--- config.mk ---
export PLATFORM = sky130hd
export DESIGN_NAME = looping_interval_timer_flat
export DESIGN_NICKNAME = d
export VERILOG_FILES = /design/src/rtl/core/lit_pkg.sv /design/src/rtl/core/lit_if.sv /design/src/rtl/core/lit_step.sv /design/src/rtl/core/looping_interval_timer.sv /design/src/flat_wrapper.sv
export SDC_FILE = /design/constraint.sdc
export NUM_CORES = 1
export LEC_CHECK = 0
export BUFFER_PORTS_ARGS = -buffer_cell sky130_fd_sc_hd__buf_2
export CORE_ASPECT_RATIO = 1.2
export CORE_MARGIN = 3
export CORE_UTILIZATION = 66
export CTS_BUF_LIST = sky130_fd_sc_hd__clkbuf_16
export CTS_CLUSTER_SIZE = 30
export DETAILED_ROUTE_END_ITERATION = 10
export PLACE_DENSITY = 0.89
export SYNTH_ARGS = -nofsm -noshare
export SYNTH_HDL_FRONTEND = slang
export SYNTH_HIERARCHICAL = 1
export SYNTH_SLANG_ARGS = --single-unit
--- constraint.sdc ---
create_clock -name clock -period 14.2 [get_ports clock]
set_input_delay 1.42 -clock clock [delete_from_list [all_inputs] [get_ports clock]]
set_output_delay 1.42 -clock clock [all_outputs]
set_load 0.01 [all_outputs]
--- src/rtl/core/lit_pkg.sv ---
// ----------------------------------------------------------------------------
// lit_pkg
// Shared types, codes and constants for the looping interval timer.
// ----------------------------------------------------------------------------
package lit_pkg;

   // Field widths
   localparam int unsigned OP_W    = 2;
   localparam int unsigned DELTA_W = 16;
   localparam int unsigned TIME_W  = 32;
   localparam int unsigned COUNT_W = 32;
   localparam int unsigned CSR_W   = 32;
   localparam int unsigned CSR_IDX_W = 1;

   // Timer run state, also the encoding of the timer_state result field
   typedef enum logic [1:0] {
      ST_INITIAL  = 2'd0,
      ST_RUNNING  = 2'd1,
      ST_PAUSED   = 2'd2,
      ST_FINISHED = 2'd3
   } run_state_type;

   // Item opcodes
   typedef enum logic [OP_W-1:0] {
      OP_TICK    = 2'd0,
      OP_RUN     = 2'd1,
      OP_PAUSE   = 2'd2,
      OP_RESTART = 2'd3
   } op_type;

   // Register indexes
   typedef enum logic [CSR_IDX_W-1:0] {
      CSR_PERIOD = 1'd0,
      CSR_LIMIT  = 1'd1
   } csr_index_type;

   // Architectural timer state
   typedef struct packed {
      run_state_type        run;
      logic [TIME_W-1:0]    elapsed;
      logic [COUNT_W-1:0]   loops;
   } timer_type;

   // Timer configuration
   typedef struct packed {
      logic [TIME_W-1:0]    period;
      logic [CSR_W-1:0]     limit;   // two's complement, negative = forever
   } timer_cfg_type;

endpackage : lit_pkg

--- src/rtl/core/lit_if.sv ---
// ----------------------------------------------------------------------------
// lit_req_if / lit_rsp_if
// Valid/ready channels carrying timer items and timer results.
// ----------------------------------------------------------------------------
interface lit_req_if;
   import lit_pkg::*;

   logic                valid;
   logic                ready;
   logic [OP_W-1:0]     op;
   logic [DELTA_W-1:0]  delta_ms;

   modport source (output valid, output op, output delta_ms, input ready);
   modport sink   (input valid, input op, input delta_ms, output ready);
endinterface : lit_req_if

interface lit_rsp_if;
   import lit_pkg::*;

   logic                valid;
   logic                ready;
   logic [1:0]          timer_state;
   logic [TIME_W-1:0]   elapsed_ms;
   logic [COUNT_W-1:0]  loops_done;
   logic                loop_wrapped;

   modport source (output valid, output timer_state, output elapsed_ms,
                   output loops_done, output loop_wrapped, input ready);
   modport sink   (input valid, input timer_state, input elapsed_ms,
                   input loops_done, input loop_wrapped, output ready);
endinterface : lit_rsp_if

--- src/rtl/core/lit_step.sv ---
// ----------------------------------------------------------------------------
// lit_step
// Next-state logic for one timer item: saturating accumulate, period compare,
// loop count and finish check, plus the run/pause/restart commands.
// ----------------------------------------------------------------------------
module lit_step (
   input  lit_pkg::timer_type           cur,
   input  lit_pkg::timer_cfg_type       cfg,
   input  logic [lit_pkg::OP_W-1:0]     op,
   input  logic [lit_pkg::DELTA_W-1:0]  delta_ms,
   output lit_pkg::timer_type           nxt,
   output logic                         wrapped
);
   import lit_pkg::*;

   logic [TIME_W:0]     sum;
   logic [TIME_W-1:0]   elapsed_sat;
   logic                reached;
   logic [COUNT_W-1:0]  loops_inc;
   logic                forever_mode;
   logic                limit_hit;
   op_type              op_code;

   assign op_code = op_type'(op);

   // Saturating accumulate and period compare
   assign sum          = {1'b0, cur.elapsed} + {{(TIME_W+1-DELTA_W){1'b0}}, delta_ms};
   assign elapsed_sat  = sum[TIME_W] ? {TIME_W{1'b1}} : sum[TIME_W-1:0];
   assign reached      = (elapsed_sat >= cfg.period);
   assign loops_inc    = (&cur.loops) ? cur.loops : (cur.loops + COUNT_W'(1));
   assign forever_mode = cfg.limit[CSR_W-1];
   assign limit_hit    = (loops_inc >= cfg.limit);

   // Item decode
   always_comb begin
      nxt     = cur;
      wrapped = 1'b0;
      unique case (op_code)
         OP_TICK: begin
            if (cur.run == ST_RUNNING) begin
               nxt.elapsed = elapsed_sat;
               if (reached) begin
                  wrapped   = 1'b1;
                  nxt.loops = loops_inc;
                  if (!forever_mode && limit_hit) begin
                     nxt.elapsed = '0;
                     nxt.run     = ST_FINISHED;
                  end else begin
                     nxt.elapsed = elapsed_sat - cfg.period;
                  end
               end
            end
         end
         OP_RUN: begin
            if (cur.run == ST_INITIAL || cur.run == ST_PAUSED) begin
               nxt.run = ST_RUNNING;
            end
         end
         OP_PAUSE: begin
            if (cur.run == ST_RUNNING) begin
               nxt.run = ST_PAUSED;
            end
         end
         OP_RESTART: begin
            nxt.run     = ST_INITIAL;
            nxt.elapsed = '0;
            nxt.loops   = '0;
         end
         default: begin
            nxt = cur;
         end
      endcase
   end

endmodule : lit_step

--- src/rtl/core/looping_interval_timer.sv ---
// ----------------------------------------------------------------------------
// looping_interval_timer
// Periodic interval timer that counts loops up to a configured limit, or forever for a negative limit.
//
//   channel  dir  beat payload                                   handshake
//   req      in   op, delta_ms                                   valid/ready
//   rsp      out  timer_state, elapsed_ms, loops_done,           valid/ready
//                 loop_wrapped
//   csr      in   csr_index, csr_wdata (period, loop limit)      csr_we
//
// One beat per cycle sustained while rsp is ready; an accepted req beat passes from the
// input register through one pass of lit_step into the rsp register.
// Timer state is updated as a beat leaves the input register, so back-to-back
// beats see each other's effects.
// Synchronous active-high reset clears the timer, registers and both stages.
// A stalled rsp holds its beat; the input register keeps taking beats while
// it can drain into the rsp register.
// CSR writes take effect only while the timer is in its initial state.
// ----------------------------------------------------------------------------
module looping_interval_timer (
   input  logic                            clock,
   input  logic                            reset,
   lit_req_if.sink                         req_bus,
   lit_rsp_if.source                       rsp_bus,
   input  logic                            csr_we,
   input  logic [lit_pkg::CSR_IDX_W-1:0]   csr_index,
   input  logic [lit_pkg::CSR_W-1:0]       csr_wdata
);
   import lit_pkg::*;

   // Input register
   logic                s1_valid_ff, s1_valid_in;
   logic [OP_W-1:0]     s1_op_ff;
   logic [DELTA_W-1:0]  s1_delta_ff;

   // Timer state and configuration
   timer_type           timer_ff, timer_in;
   timer_cfg_type       cfg_ff, cfg_in;

   // Result register
   logic                out_valid_ff, out_valid_in;
   timer_type           out_timer_ff;
   logic                out_wrapped_ff;

   timer_type           step_nxt;
   logic                step_wrapped;
   logic                req_take;
   logic                advance;

   // Handshake
   assign advance     = s1_valid_ff && (!out_valid_ff || rsp_bus.ready);
   assign req_bus.ready = !s1_valid_ff || advance;
   assign req_take    = req_bus.valid && req_bus.ready;

   assign s1_valid_in  = req_take || (s1_valid_ff && !advance);
   assign out_valid_in = advance || (out_valid_ff && !rsp_bus.ready);

   // Per-item timer update
   lit_step u_step (
      .cur      (timer_ff),
      .cfg      (cfg_ff),
      .op       (s1_op_ff),
      .delta_ms (s1_delta_ff),
      .nxt      (step_nxt),
      .wrapped  (step_wrapped)
   );

   assign timer_in = advance ? step_nxt : timer_ff;

   // CSR writes, initial state only
   always_comb begin
      cfg_in = cfg_ff;
      if (csr_we && timer_ff.run == ST_INITIAL) begin
         unique case (csr_index_type'(csr_index))
            CSR_PERIOD: cfg_in.period = csr_wdata[TIME_W-1:0];
            CSR_LIMIT:  cfg_in.limit  = csr_wdata;
            default:    cfg_in        = cfg_ff;
         endcase
      end
   end

   // Control and architectural state
   always_ff @(posedge clock) begin
      if (reset) begin
         s1_valid_ff  <= 1'b0;
         out_valid_ff <= 1'b0;
         timer_ff     <= '{run: ST_INITIAL, elapsed: '0, loops: '0};
         cfg_ff       <= '0;
      end else begin
         s1_valid_ff  <= s1_valid_in;
         out_valid_ff <= out_valid_in;
         timer_ff     <= timer_in;
         cfg_ff       <= cfg_in;
      end
   end

   // Payload registers
   always_ff @(posedge clock) begin
      if (req_take) begin
         s1_op_ff    <= req_bus.op;
         s1_delta_ff <= req_bus.delta_ms;
      end
      if (advance) begin
         out_timer_ff   <= step_nxt;
         out_wrapped_ff <= step_wrapped;
      end
   end

   assign rsp_bus.valid        = out_valid_ff;
   assign rsp_bus.timer_state  = out_timer_ff.run;
   assign rsp_bus.elapsed_ms   = out_timer_ff.elapsed;
   assign rsp_bus.loops_done   = out_timer_ff.loops;
   assign rsp_bus.loop_wrapped = out_wrapped_ff;

   // Assertions
   a_wrap_state: assert property (@(posedge clock) disable iff (reset)
      (out_valid_ff && out_wrapped_ff) |->
         (out_timer_ff.run == ST_RUNNING || out_timer_ff.run == ST_FINISHED))
      else $error("loop wrap reported outside running or finished");

   a_finish_clear: assert property (@(posedge clock) disable iff (reset)
      (timer_ff.run == ST_FINISHED) |-> (timer_ff.elapsed == '0))
      else $error("finished timer holds elapsed time");

   a_restart: assert property (@(posedge clock) disable iff (reset)
      (advance && op_type'(s1_op_ff) == OP_RESTART) |=>
         (timer_ff.run == ST_INITIAL && timer_ff.elapsed == '0 && timer_ff.loops == '0))
      else $error("restart did not clear timer");

   a_cfg_hold: assert property (@(posedge clock) disable iff (reset)
      ($past(timer_ff.run) != ST_INITIAL) |-> $stable(cfg_ff))
      else $error("configuration changed outside initial state");

endmodule : looping_interval_timer

--- src/flat_wrapper.sv ---
// flat-port wrapper written by rule: the top's interface ports become plain ports
module looping_interval_timer_flat import lit_pkg::*;
  (clock, reset, csr_we, csr_index, csr_wdata, req_bus_valid, req_bus_op, req_bus_delta_ms, req_bus_ready, rsp_bus_valid, rsp_bus_timer_state, rsp_bus_elapsed_ms, rsp_bus_loops_done, rsp_bus_loop_wrapped, rsp_bus_ready);
  lit_req_if req_bus_i ();
  lit_rsp_if rsp_bus_i ();
  input  logic clock;
  input  logic reset;
  input  logic csr_we;
  input  logic [lit_pkg::CSR_IDX_W-1:0] csr_index;
  input  logic [lit_pkg::CSR_W-1:0] csr_wdata;
  input wire logic [$bits(req_bus_i.valid)-1:0] req_bus_valid;
  input wire logic [$bits(req_bus_i.op)-1:0] req_bus_op;
  input wire logic [$bits(req_bus_i.delta_ms)-1:0] req_bus_delta_ms;
  output wire logic [$bits(req_bus_i.ready)-1:0] req_bus_ready;
  output wire logic [$bits(rsp_bus_i.valid)-1:0] rsp_bus_valid;
  output wire logic [$bits(rsp_bus_i.timer_state)-1:0] rsp_bus_timer_state;
  output wire logic [$bits(rsp_bus_i.elapsed_ms)-1:0] rsp_bus_elapsed_ms;
  output wire logic [$bits(rsp_bus_i.loops_done)-1:0] rsp_bus_loops_done;
  output wire logic [$bits(rsp_bus_i.loop_wrapped)-1:0] rsp_bus_loop_wrapped;
  input wire logic [$bits(rsp_bus_i.ready)-1:0] rsp_bus_ready;
  assign req_bus_i.valid = req_bus_valid;
  assign req_bus_i.op = req_bus_op;
  assign req_bus_i.delta_ms = req_bus_delta_ms;
  assign req_bus_ready = req_bus_i.ready;
  assign rsp_bus_valid = rsp_bus_i.valid;
  assign rsp_bus_timer_state = rsp_bus_i.timer_state;
  assign rsp_bus_elapsed_ms = rsp_bus_i.elapsed_ms;
  assign rsp_bus_loops_done = rsp_bus_i.loops_done;
  assign rsp_bus_loop_wrapped = rsp_bus_i.loop_wrapped;
  assign rsp_bus_i.ready = rsp_bus_ready;
  looping_interval_timer u_core (.clock(clock), .reset(reset), .req_bus(req_bus_i), .rsp_bus(rsp_bus_i), .csr_we(csr_we), .csr_index(csr_index), .csr_wdata(csr_wdata));
endmodule
After elaboration in Yosys (flattened, before gate mapping)

Cells that the tools add are included.

Add/subtract/negate cells: 3
Multiply operators: 0
Div/mod/pow operators: 0
$lt $le $gt $ge: 2
Equal/unequal tests: 5
Shift-type cells: 0
Multiplexer cells: 11
Bitwise operators: 1
Reductions and logical operators: 22

Operators with widths:

| kind                    | count |
|---|---|
| $mux W66                | 2 |
| $pmux W64 S2            | 1 |
| $mux W32                | 3 |
| $ge A32 B32 Y1          | 2 |
| $add A32 B16 Y33        | 1 |
| $add A32 B1 Y32 const B | 1 |
| $reduce_and A32 Y1      | 1 |
| $sub A32 B32 Y32        | 1 |
| $pmux W2 S4             | 1 |
| $eq A2 B2 Y1 const B    | 3 |
| $logic_and A1 B1 Y1     | 6 |
| $mux W2                 | 3 |
| $reduce_and A2 Y1       | 3 |
| $logic_not A1 Y1        | 5 |
| $logic_or A1 B1 Y1      | 5 |
| $eq A2 B1 Y1 const B    | 2 |
| $logic_not A2 Y1        | 2 |
| $mux W1                 | 1 |
| $not A1 Y1              | 1 |

Register bits: 217
Latch bits: 0
Bits in writable memories: 0
Bits in read-only memories: 0
Output and inout bits: 69
Memories kept: 0

Depth between registers and ports, before layout

Gate-level depths: netlist (run 1).

Depth in word-level cells: 8
Gate-level depth with buffers: 25
Depth with buffers taken out: 22

By module

The synthesis (run 1) kept the hierarchy.

Modules (own cells, without submodules):

| module                 | instances | cells each | area each (um^2) | seq. area each (um^2) |
|---|---|---|---|---|
| looping_interval_timer | 1         | 664        | 7,797.5          | 5,195.0 |
| lit_step               | 1         | 961        | 6,123.4          | 0.0 |

Least setup slack after synthesis (run 1)

OpenSTA, ideal clock, no wires.

Kind: reg-to-reg
From: reg u_core.s1_delta_ff[0]
To: reg u_core.out_timer_ff (netlist bit u_core/rsp_bus.elapsed_ms[26]) (data pin)
Setup time: 0.266 ns
Arrival time: 4.833 ns
Path slack: 9.101 ns
Stages on the path, launching flop included: 22
Clock period less this slack: 5.099 ns
Cell sequence: edfxtp_1 -> ha_1 -> fa_1 -> a211oi_1 -> o21bai_1 -> o21ai_0 -> nor3b_2 -> nand4bb_1 -> buf_2 -> nor2b_1 -> ha_1 -> inv_1 -> fa_1 -> nand3_1 -> a21oi_1 -> o31ai_2 -> o221ai_1 -> a221o_1 -> a211oi_1 -> xnor2_1 -> a221oi_1 -> nor2_1

RTL lines:

| what                   | RTL line                      | text |
|---|---|---|
| from (decl)            | looping_interval_timer.sv:34  | `logic [DELTA_W-1:0] s1_delta_ff;` |
| from (signal assigned) | looping_interval_timer.sv:101 | `s1_delta_ff <= req_bus.delta_ms;` |
| to (signal assigned)   | looping_interval_timer.sv:104 | `out_timer_ff <= step_nxt;` |
| to (decl)              | looping_interval_timer.sv:42  | `timer_type out_timer_ff;` |

==> flow_summary.toml, run 1 <==
[power_and_ir_drop]
seq_power_share_pct = 44.8
net-switching-power_uw = 399
comb_power_share_pct = 14.4
post-layout-total-power_uw = 1510
p_leak_uw = 0.00613
powerDensity_nw_per_um2 = 97.9
pwr-share-clk_pct = 40.9
power_report.internal_total_uw = 1110
netSwitchingFraction_pct = 26.4
ir_drop_v = 0.000124

[critical_path]
critical_path.reg2reg.endpoint = "u_core/timer_ff[39]"
worstRegToRegCells = 21
worstPathRequired_ns = 14.63
critical_path_buf_inv_count = 1
timing.critical_path.slowest_cell_delay_ns = 0.63
timing_worst_setup_path_type = "reg -> reg"
cp_cell_sequence = "ha_1 -> fa_1 -> a211oi_1 -> o21bai_1 -> o21ai_0 -> nor3b_2 -> nand4bb_1 -> buf_4 -> and3_1 -> nor2_1 -> ha_1 -> nand4_1 -> nor3_1 -> o2111ai_1 -> a21oi_1 -> or2_1 -> and2_1 -> a32oi_1 -> a211oi_1 -> nand2b_1 -> mux2i_1"
cp-start-kind = "register"
path_max_fanout = 34
r2r_slack_ns = 7.65
critical_path.endpoint_type = "register"
critical_path_data_arrival_time_ns = 6.98
critical-path-slowest-cell = "sky130_fd_sc_hd__or2_1"
cpLargestDelayFamily = "simple AND/OR/NAND/NOR gates"
r2r-start = "u_core/s1_delta_ff[0]"

[drt]
vias = 12300
detail_route.vias_per_cell = 6.20
drtIter0Drc = 1012
drt_pass1_iterations = 8
route.antenna.remaining_nets = 0
drc_errors = 1
post_drt_wl_per_cell_um = 18.9
wirelength_mm = 37.5

[logic_synthesis]
yosysWarnings = 6
yosys_register_bits = 217
synth-seq-area-share_pct = 37.3
syn-cell-area_sq_um = 13900
syn_area_per_cell_sq_um = 8.57
synth.net_count = 1768
post_synth_inst_count = 1625
synth_ff_type = "sky130_fd_sc_hd__dfxtp_1"
synth.distinct_cells = 91
ys_async_sr_fraction_pct = 0
number_of_enable_type_register_cells_in_the_synthesized_netlist = 85

[finish]
multi_input_area_sq_um = 8040
seqCellArea_sq_um = 5190
final.fill_count = 1463
fin_nets = 1849
layout_area_overhead_pct = 10.9
layout-drive-gt1-share_pct = 12.8
n_antenna_cell = 0

[min_path]
hold_path_end = "u_core/cfg_ff[26]"
min-delay-path-class = "reg -> reg"
whs_path_depth = 2
min-delay-start = "u_core/cfg_ff[26]"

[grt]
overflow = 0
antenna_violations_before_repair = 0
overall_fraction_of_global_route_tracks_in_use_pct = 31.7
grt_max_degree = 123
first_global_vias = 11900
grt_first_pass_wirelength_mm = 59.4

[placement]
routabilityCongestion = 0.958
place.detailed.hpwl_mm = 26.8
portBuffers = 124

[clocking]
cts_inserted_buffers = 23
ctsLongestPathBuffers = 3
clk_latency_ns = 0.51
post_cts.repair.setup_buffers = 0
post_cts_resized = 0
ctsHtreeMaxLevel = 1
cts_tree = "yes"
cts.reportedPaths.clkPinSlew_ns = 0.07
clock-sinks = 217
post_cts_hold_fix_bufs = 0
cts-root-buf = "sky130_fd_sc_hd__clkbuf_16"

[outcome]
violations = "design-rule violations"
status = "finished with violations"

[sta]
fmax_ghz = 0.153
worst_clock_skew_ns = 0.00846
final_min_period_over_clock_period_pct = 46.1
hold_viol_final = 0
period_needed_ns = 6.55
worst_pin_slew_ns = 1.22
grt_setup_unrepaired = "no"
final_report_max_slew_violation_count = 0
setup-tns-final_ns = 0
finalSetupViolations = 0
max-slew-margin-rel_pct = 18.2

[floorplan]
starting_utilization_of_the_core_area_pct = 68.0
fp.coreArea_sq_um = 20500
row_count = 57
fp.dieH_um = 165
io-pin-count = 125
fp.dieArea_sq_um = 22900
die_w_um = 139

[job]
cap_violations = 0
-- power by group through the flow --
stage | Clock, uW | Sequential, uW | Combinational [uW]
finish | 618 | 676 | 217
global route | 652 | 678 | 236
CTS | 625 | 676 | 213
detailed placement | 0 | 689 | 211
global placement | 0 | 688 | 209
floorplan | 0 | 692 | 147
-- cells by family (layout without fill, tap and decap cells) --
group | count (synthesis) | after routing | synth area share (%)
AND/OR/NAND/NOR | 614 | 614 | 22.0
adder cells (fa/ha/maj) | 87 | 87 | 7.93
flip-flops | 217 | 217 | 37.3
XOR/XNOR | 71 | 71 | 4.47
AO/OA/AOI/OAI | 391 | 391 | 17.7
multiplexers | 74 | 74 | 5.39
buffers and inverters | 171 | 268 | 5.18
-- worst register-to-register path: cells and delay by family (launching register included) --
family	cells	cell delay (ns)
muxes	1	0.15
and+or+nand+nor	9	2.67
DFF	1	0.37
AOI/OAI and AO/OA	7	1.88
adders and majority gates	3	1.07
buffers and inverters	1	0.35
-- state kept, by name (all words and copies together), names as in the netlist, 2 cells and up --
signal / flops
u_core/cfg_ff: 64
u_core/rsp_bus.elapsed_ms: 32
u_core/rsp_bus.loops_done: 32
u_core/rsp_bus.timer_state: 2
u_core/s1_delta_ff: 16
u_core/s1_op_ff: 2
u_core/timer_ff: 66
-- per-layer routing --
layer | part of all wire (%) | routed length (um) | global-route usage (%) | vias up
met1 | 41 | 15300 | 39.8 | 5731
met3 | 6.7 | 2510 | 3.51 | 128
li1 | - | - | - | 5886
met4 | 4.9 | 1820 | 15.3 | 0
met2 | 48 | 17800 | 54.9 | 573
met5 | 0 | 0 | 0 | -
-- metrics by stage --
stage               instance area, sq um  hold slack [ns]  worst slack [ns]  utilization, %  cells
finish                             15400            0.457              7.65            75.4   1987
global route                       15400            0.474              7.18            75.4   1987
CTS                                15400            0.456              7.84            75.4   1987
detailed placement                 14600            0.447              7.93            71.5   1946
global placement                   14600            0.443              8.16            71.5   1946
floorplan                          13900            0.436              9.10               -   1625
-- cell type report --
type                       count  share of cell area (%)
multi-input combinational   1237                    52.1
clock buffer                  29                    4.70
sequential                   217                    33.7
tap                          265                    2.15
timing repair buffer         140                    4.82
clock inverter                12                   0.470
inverter                      87                    2.12
-- synth_stat cells (all sizes together), types with 5 or more instances --
| master | number | area, sq um |
|---|---|---|
| a211oi | 12 | 90.1 |
| a21o | 27 | 203 |
| a21oi | 146 | 734 |
| a221oi | 6 | 52.6 |
| a22o | 11 | 96.3 |
| a22oi | 6 | 45.0 |
| a31oi | 15 | 100 |
| and3 | 12 | 76.3 |
| buf | 41 | 233 |
| clkbuf | 43 | 161 |
| dfxtp | 132 | 2640 |
| edfxtp | 85 | 2550 |
| ha | 85 | 1060 |
| inv | 86 | 323 |
| mux2 | 8 | 90.1 |
| mux2i | 66 | 661 |
| nand2 | 252 | 953 |
| nand2b | 147 | 920 |
| nand3 | 26 | 140 |
| nand4 | 17 | 106 |
| nor2 | 88 | 340 |
| nor2b | 9 | 56.3 |
| nor3 | 21 | 105 |
| nor4 | 7 | 58.8 |
| o21ai | 84 | 424 |
| o21bai | 5 | 37.5 |
| o31ai | 22 | 184 |
| or2 | 5 | 31.3 |
| or3 | 8 | 66.3 |
| xnor2 | 41 | 359 |
| xor2 | 30 | 263 |
-- how the worst max path moves through the flow --
stage                           from                       endpoint  slack (ns)  cells past startpoint
2_1_floorplan  u_core/s1_delta_ff[0]  u_core/rsp_bus.elapsed_ms[26]        9.10                     21
3_3_place_gp   u_core/s1_delta_ff[0]            u_core/timer_ff[56]        8.16                     23
3_5_place_dp   u_core/s1_delta_ff[0]            u_core/timer_ff[39]        7.93                     21
4_1_cts        u_core/s1_delta_ff[0]            u_core/timer_ff[15]        7.84                     22
5_1_grt        u_core/s1_delta_ff[0]            u_core/timer_ff[39]        7.18                     21
6_report       u_core/s1_delta_ff[0]            u_core/timer_ff[39]        7.65                     21
-- layout by cell type, fill, tap and decap left out, types with 5 or more instances in the layout --
master                      instances
sky130_fd_sc_hd__o31ai_1           20
sky130_fd_sc_hd__inv_1             87
sky130_fd_sc_hd__a31oi_1           14
sky130_fd_sc_hd__a22oi_1            6
sky130_fd_sc_hd__xor2_1            30
sky130_fd_sc_hd__buf_2            123
sky130_fd_sc_hd__clkbuf_16         29
sky130_fd_sc_hd__o21ai_0           79
sky130_fd_sc_hd__nor4_1             6
sky130_fd_sc_hd__nor3_1            21
sky130_fd_sc_hd__nor2_1            86
sky130_fd_sc_hd__dfxtp_1          132
sky130_fd_sc_hd__nand4_1           17
sky130_fd_sc_hd__a221oi_1           6
sky130_fd_sc_hd__mux2i_1           66
sky130_fd_sc_hd__ha_1              85
sky130_fd_sc_hd__a211oi_1          12
sky130_fd_sc_hd__o21bai_1           5
sky130_fd_sc_hd__a22o_1            11
sky130_fd_sc_hd__xnor2_1           41
sky130_fd_sc_hd__buf_4             17
sky130_fd_sc_hd__nand2_1          251
sky130_fd_sc_hd__and3_1            11
sky130_fd_sc_hd__a21o_1            27
sky130_fd_sc_hd__nor2b_1            8
sky130_fd_sc_hd__nand3_1           24
sky130_fd_sc_hd__a21oi_1          144
sky130_fd_sc_hd__mux2_2             8
sky130_fd_sc_hd__nand2b_1         147
sky130_fd_sc_hd__edfxtp_1          85
Power figures use the tool's default switching activity.
==> run 2, diff against run 1 <==
ABC_AREA = 1   (was default)
CORE_UTILIZATION = 56   (was 66)
PLACE_DENSITY = 0.8   (was 0.89)
clock period = 5.6 ns   (was 14.2 ns; I/O delays follow)
==> flow_summary.toml, run 2 <==
[outcome]
status = "finished, final reports clean"

[finish]
final.fill_count = 2805
fin_nets = 2836
largest_register_ffs = 66
final_area_sq_um = 18100
n_antenna_cell = 0
layout_area_overhead_pct = 8.51
layout_top_registers = "u_core/timer_ff x66, u_core/cfg_ff x64"
layout_common_cells = "sky130_fd_sc_hd__nand2_1, sky130_fd_sc_hd__inv_1, sky130_fd_sc_hd__nor2_1"
top_register = "u_core/timer_ff"
layout-drive-gt1-share_pct = 8.15
most_common_cell_after_layout_fill_and_taps_aside = "sky130_fd_sc_hd__nand2_1"

[logic_synthesis]
synth.distinct_cells = 54
post-synth-top-area-cell = "sky130_fd_sc_hd__nand2_1"
post_synth_inst_count = 2629
yosysWarnings = 6
synth-seq-area-share_pct = 31.2
syn_area_per_cell_sq_um = 6.33
synth_top_cells_by_count = "sky130_fd_sc_hd__nand2_1, sky130_fd_sc_hd__inv_1, sky130_fd_sc_hd__nor2_1"
most_area_consuming_cells_after_synthesis = "sky130_fd_sc_hd__nand2_1, sky130_fd_sc_hd__dfxtp_1, sky130_fd_sc_hd__edfxtp_1, sky130_fd_sc_hd__inv_1, sky130_fd_sc_hd__nor2_1"
number_of_enable_type_register_cells_in_the_synthesized_netlist = 85
synth_ff_type = "sky130_fd_sc_hd__dfxtp_1"
synth.net_count = 2772
synth.top_cell.area_share_pct = 17.6
ys_async_sr_fraction_pct = 0
yosys_register_bits = 217
yosysMostFrequentCell = "sky130_fd_sc_hd__nand2_1"
syn-cell-area_sq_um = 16600

[power_and_ir_drop]
p_leak_uw = 0.00913
ir_drop_v = 0.000226
net-switching-power_uw = 1850
pwr-share-clk_pct = 29.7
seq_power_share_pct = 37.0
power_report.internal_total_uw = 3120
netSwitchingFraction_pct = 37.3
powerDensity_nw_per_um2 = 275
comb_power_share_pct = 33.4

[clocking]
cts_inserted_buffers = 23
ctsHtreeMaxLevel = 1
post_cts_resized = 0
clock-sinks = 217
cts_tree = "yes"
post_cts.repair.setup_buffers = 0
post_cts_hold_fix_bufs = 0
cts-root-buf = "sky130_fd_sc_hd__clkbuf_16"
cts.reportedPaths.clkPinSlew_ns = 0.06
clk_latency_ns = 0.53
ctsLongestPathBuffers = 3

[sta]
worst_pin_slew_ns = 1.21
timing.hold.ws_ns = 0.203
finalSetupViolations = 0
hold_viol_final = 0
max-slew-margin-rel_pct = 19.1
period_needed_ns = 5.17
fmax_ghz = 0.194
final_min_period_over_clock_period_pct = 92.3
worst_clock_skew_ns = 0.0175
final_report_max_slew_violation_count = 0
setup-tns-final_ns = 0
grt_setup_unrepaired = "no"

[placement]
post_dp_cell_area_sq_um = 17300
portBuffers = 124
place.detailed.hpwl_mm = 40.1
routabilityCongestion = 1.05

[floorplan]
fp.dieArea_sq_um = 31800
fp.coreArea_sq_um = 29000
die_w_um = 163
fp.dieH_um = 195
starting_utilization_of_the_core_area_pct = 57.3
io-pin-count = 125
row_count = 68

[critical_path]
critical_path_buf_inv_count = 3
worstPathRequired_ns = 6.01
cpLargestDelayFamily = "simple AND/OR/NAND/NOR gates"
timing_worst_setup_path_type = "reg -> reg"
cp-start-kind = "register"
critical_path_data_arrival_time_ns = 5.58
timing.critical_path.slowest_cell_delay_ns = 0.42
path_max_fanout = 32
crit_path_frequent_cell = "sky130_fd_sc_hd__nand2_1"
critical_path.endpoint_type = "register"
critical-path-slowest-cell = "sky130_fd_sc_hd__fa_1"

[drt]
drc_errors = 0
post_drt_wl_per_cell_um = 16.9
drt_pass1_iterations = 6
route.antenna.remaining_nets = 0
vias = 16700
wirelength_mm = 52.3
detail_route.vias_per_cell = 5.40
drtIter0Drc = 1567

[grt]
grt_max_degree = 109
overall_fraction_of_global_route_tracks_in_use_pct = 31.9
antenna_violations_before_repair = 0
grt_first_pass_wirelength_mm = 81.8
first_global_vias = 16000
overflow = 0

[min_path]
min-delay-path-class = "in -> reg"

[job]
cap_violations = 0
==> run 2: worst paths after layout <==
kind                                            start                     end  slack (ns)  depth (start not counted)
worst max-delay path            u_core/s1_delta_ff[0]      u_core/timer_ff[6]        0.43                         27
worst min register to register     u_core/s1_valid_ff    u_core/rsp_bus.valid        0.49                          2
worst max register to register  u_core/s1_delta_ff[0]      u_core/timer_ff[6]        0.43                         27
worst min-delay path             req_bus_delta_ms[10]  u_core/s1_delta_ff[10]        0.20                          1
==> run 2: metrics by stage <==
stage,setup slack (ns),std cells,power [uW],utilization (%)
floorplan,1.60,2629,3040,-
global placement,0.706,3052,3460,59.7
detailed placement,0.530,3052,3490,59.7
CTS,0.500,3094,4960,62.2
global route,0.0460,3095,5260,62.2
finish,0.433,3095,4970,62.2
==> run 2: per-layer routing <==
| metal | track usage [%] | share of wire (%) | vias up |
|---|---|---|---|
| li1 | - | - | 8324 |
| met1 | 35.2 | 37 | 7554 |
| met2 | 57.5 | 50 | 641 |
| met5 | 0 | 0 | - |
| met4 | 20.3 | 7.6 | 0 |
| met3 | 3.54 | 5.0 | 195 |
==> run 2: kinds of logic after synthesis <==
group | after synthesis | share of synthesized area, %
buffers and inverters | 556 | 13.7
flip-flops | 217 | 31.2
AO/OA/AOI/OAI | 195 | 6.61
AND/OR/NAND/NOR | 1531 | 39.6
XOR/XNOR | 43 | 2.26
adder cells (fa/ha/maj) | 87 | 6.63
==> run 2: power by group through the flow <==
stage | Combinational, uW | Clock, uW | Sequential (uW)
after floorplan | 1190 | 0 | 1850
after global placement | 1590 | 0 | 1870
after detailed placement | 1620 | 0 | 1870
after CTS | 1630 | 1490 | 1840
after global routing | 1840 | 1560 | 1850
final | 1660 | 1470 | 1840
==> run 2: layout make-up <==
cell class | instances | area [sq um] | share of cell area, %
inverter | 455 | 1710 | 9.50
timing repair buffer | 139 | 746 | 4.13
tap | 385 | 482 | 2.67
clock inverter | 17 | 97.6 | 0.541
multi-input combinational | 1857 | 9190 | 50.9
clock buffer | 25 | 626 | 3.47
sequential | 217 | 5200 | 28.8
==> run 2: worst register-to-register path, stage by stage (launching register included) <==
cell and delay (ns):
sky130_fd_sc_hd__edfxtp_1 0.37, sky130_fd_sc_hd__ha_1 0.22, sky130_fd_sc_hd__fa_1 0.42, sky130_fd_sc_hd__nand2_1 0.12, sky130_fd_sc_hd__o21ai_2 0.09, sky130_fd_sc_hd__nand2_1 0.07, sky130_fd_sc_hd__nand2_1 0.08, sky130_fd_sc_hd__nand2_1 0.11
sky130_fd_sc_hd__nand2_2 0.08, sky130_fd_sc_hd__nand3_2 0.17, sky130_fd_sc_hd__clkinv_1 0.29, sky130_fd_sc_hd__nor2_1 0.26, sky130_fd_sc_hd__ha_1 0.18, sky130_fd_sc_hd__inv_1 0.05, sky130_fd_sc_hd__fa_1 0.42, sky130_fd_sc_hd__nand3_1 0.11
sky130_fd_sc_hd__nand3_1 0.18, sky130_fd_sc_hd__a21oi_2 0.28, sky130_fd_sc_hd__o21ai_2 0.11, sky130_fd_sc_hd__nand2_2 0.10, sky130_fd_sc_hd__nand3_4 0.24, sky130_fd_sc_hd__nand2_8 0.33, sky130_fd_sc_hd__inv_6 0.18, sky130_fd_sc_hd__nor2_1 0.13
sky130_fd_sc_hd__o21ai_0 0.13, sky130_fd_sc_hd__nand3b_1 0.17, sky130_fd_sc_hd__nand2_1 0.10, sky130_fd_sc_hd__nor2_1 0.05
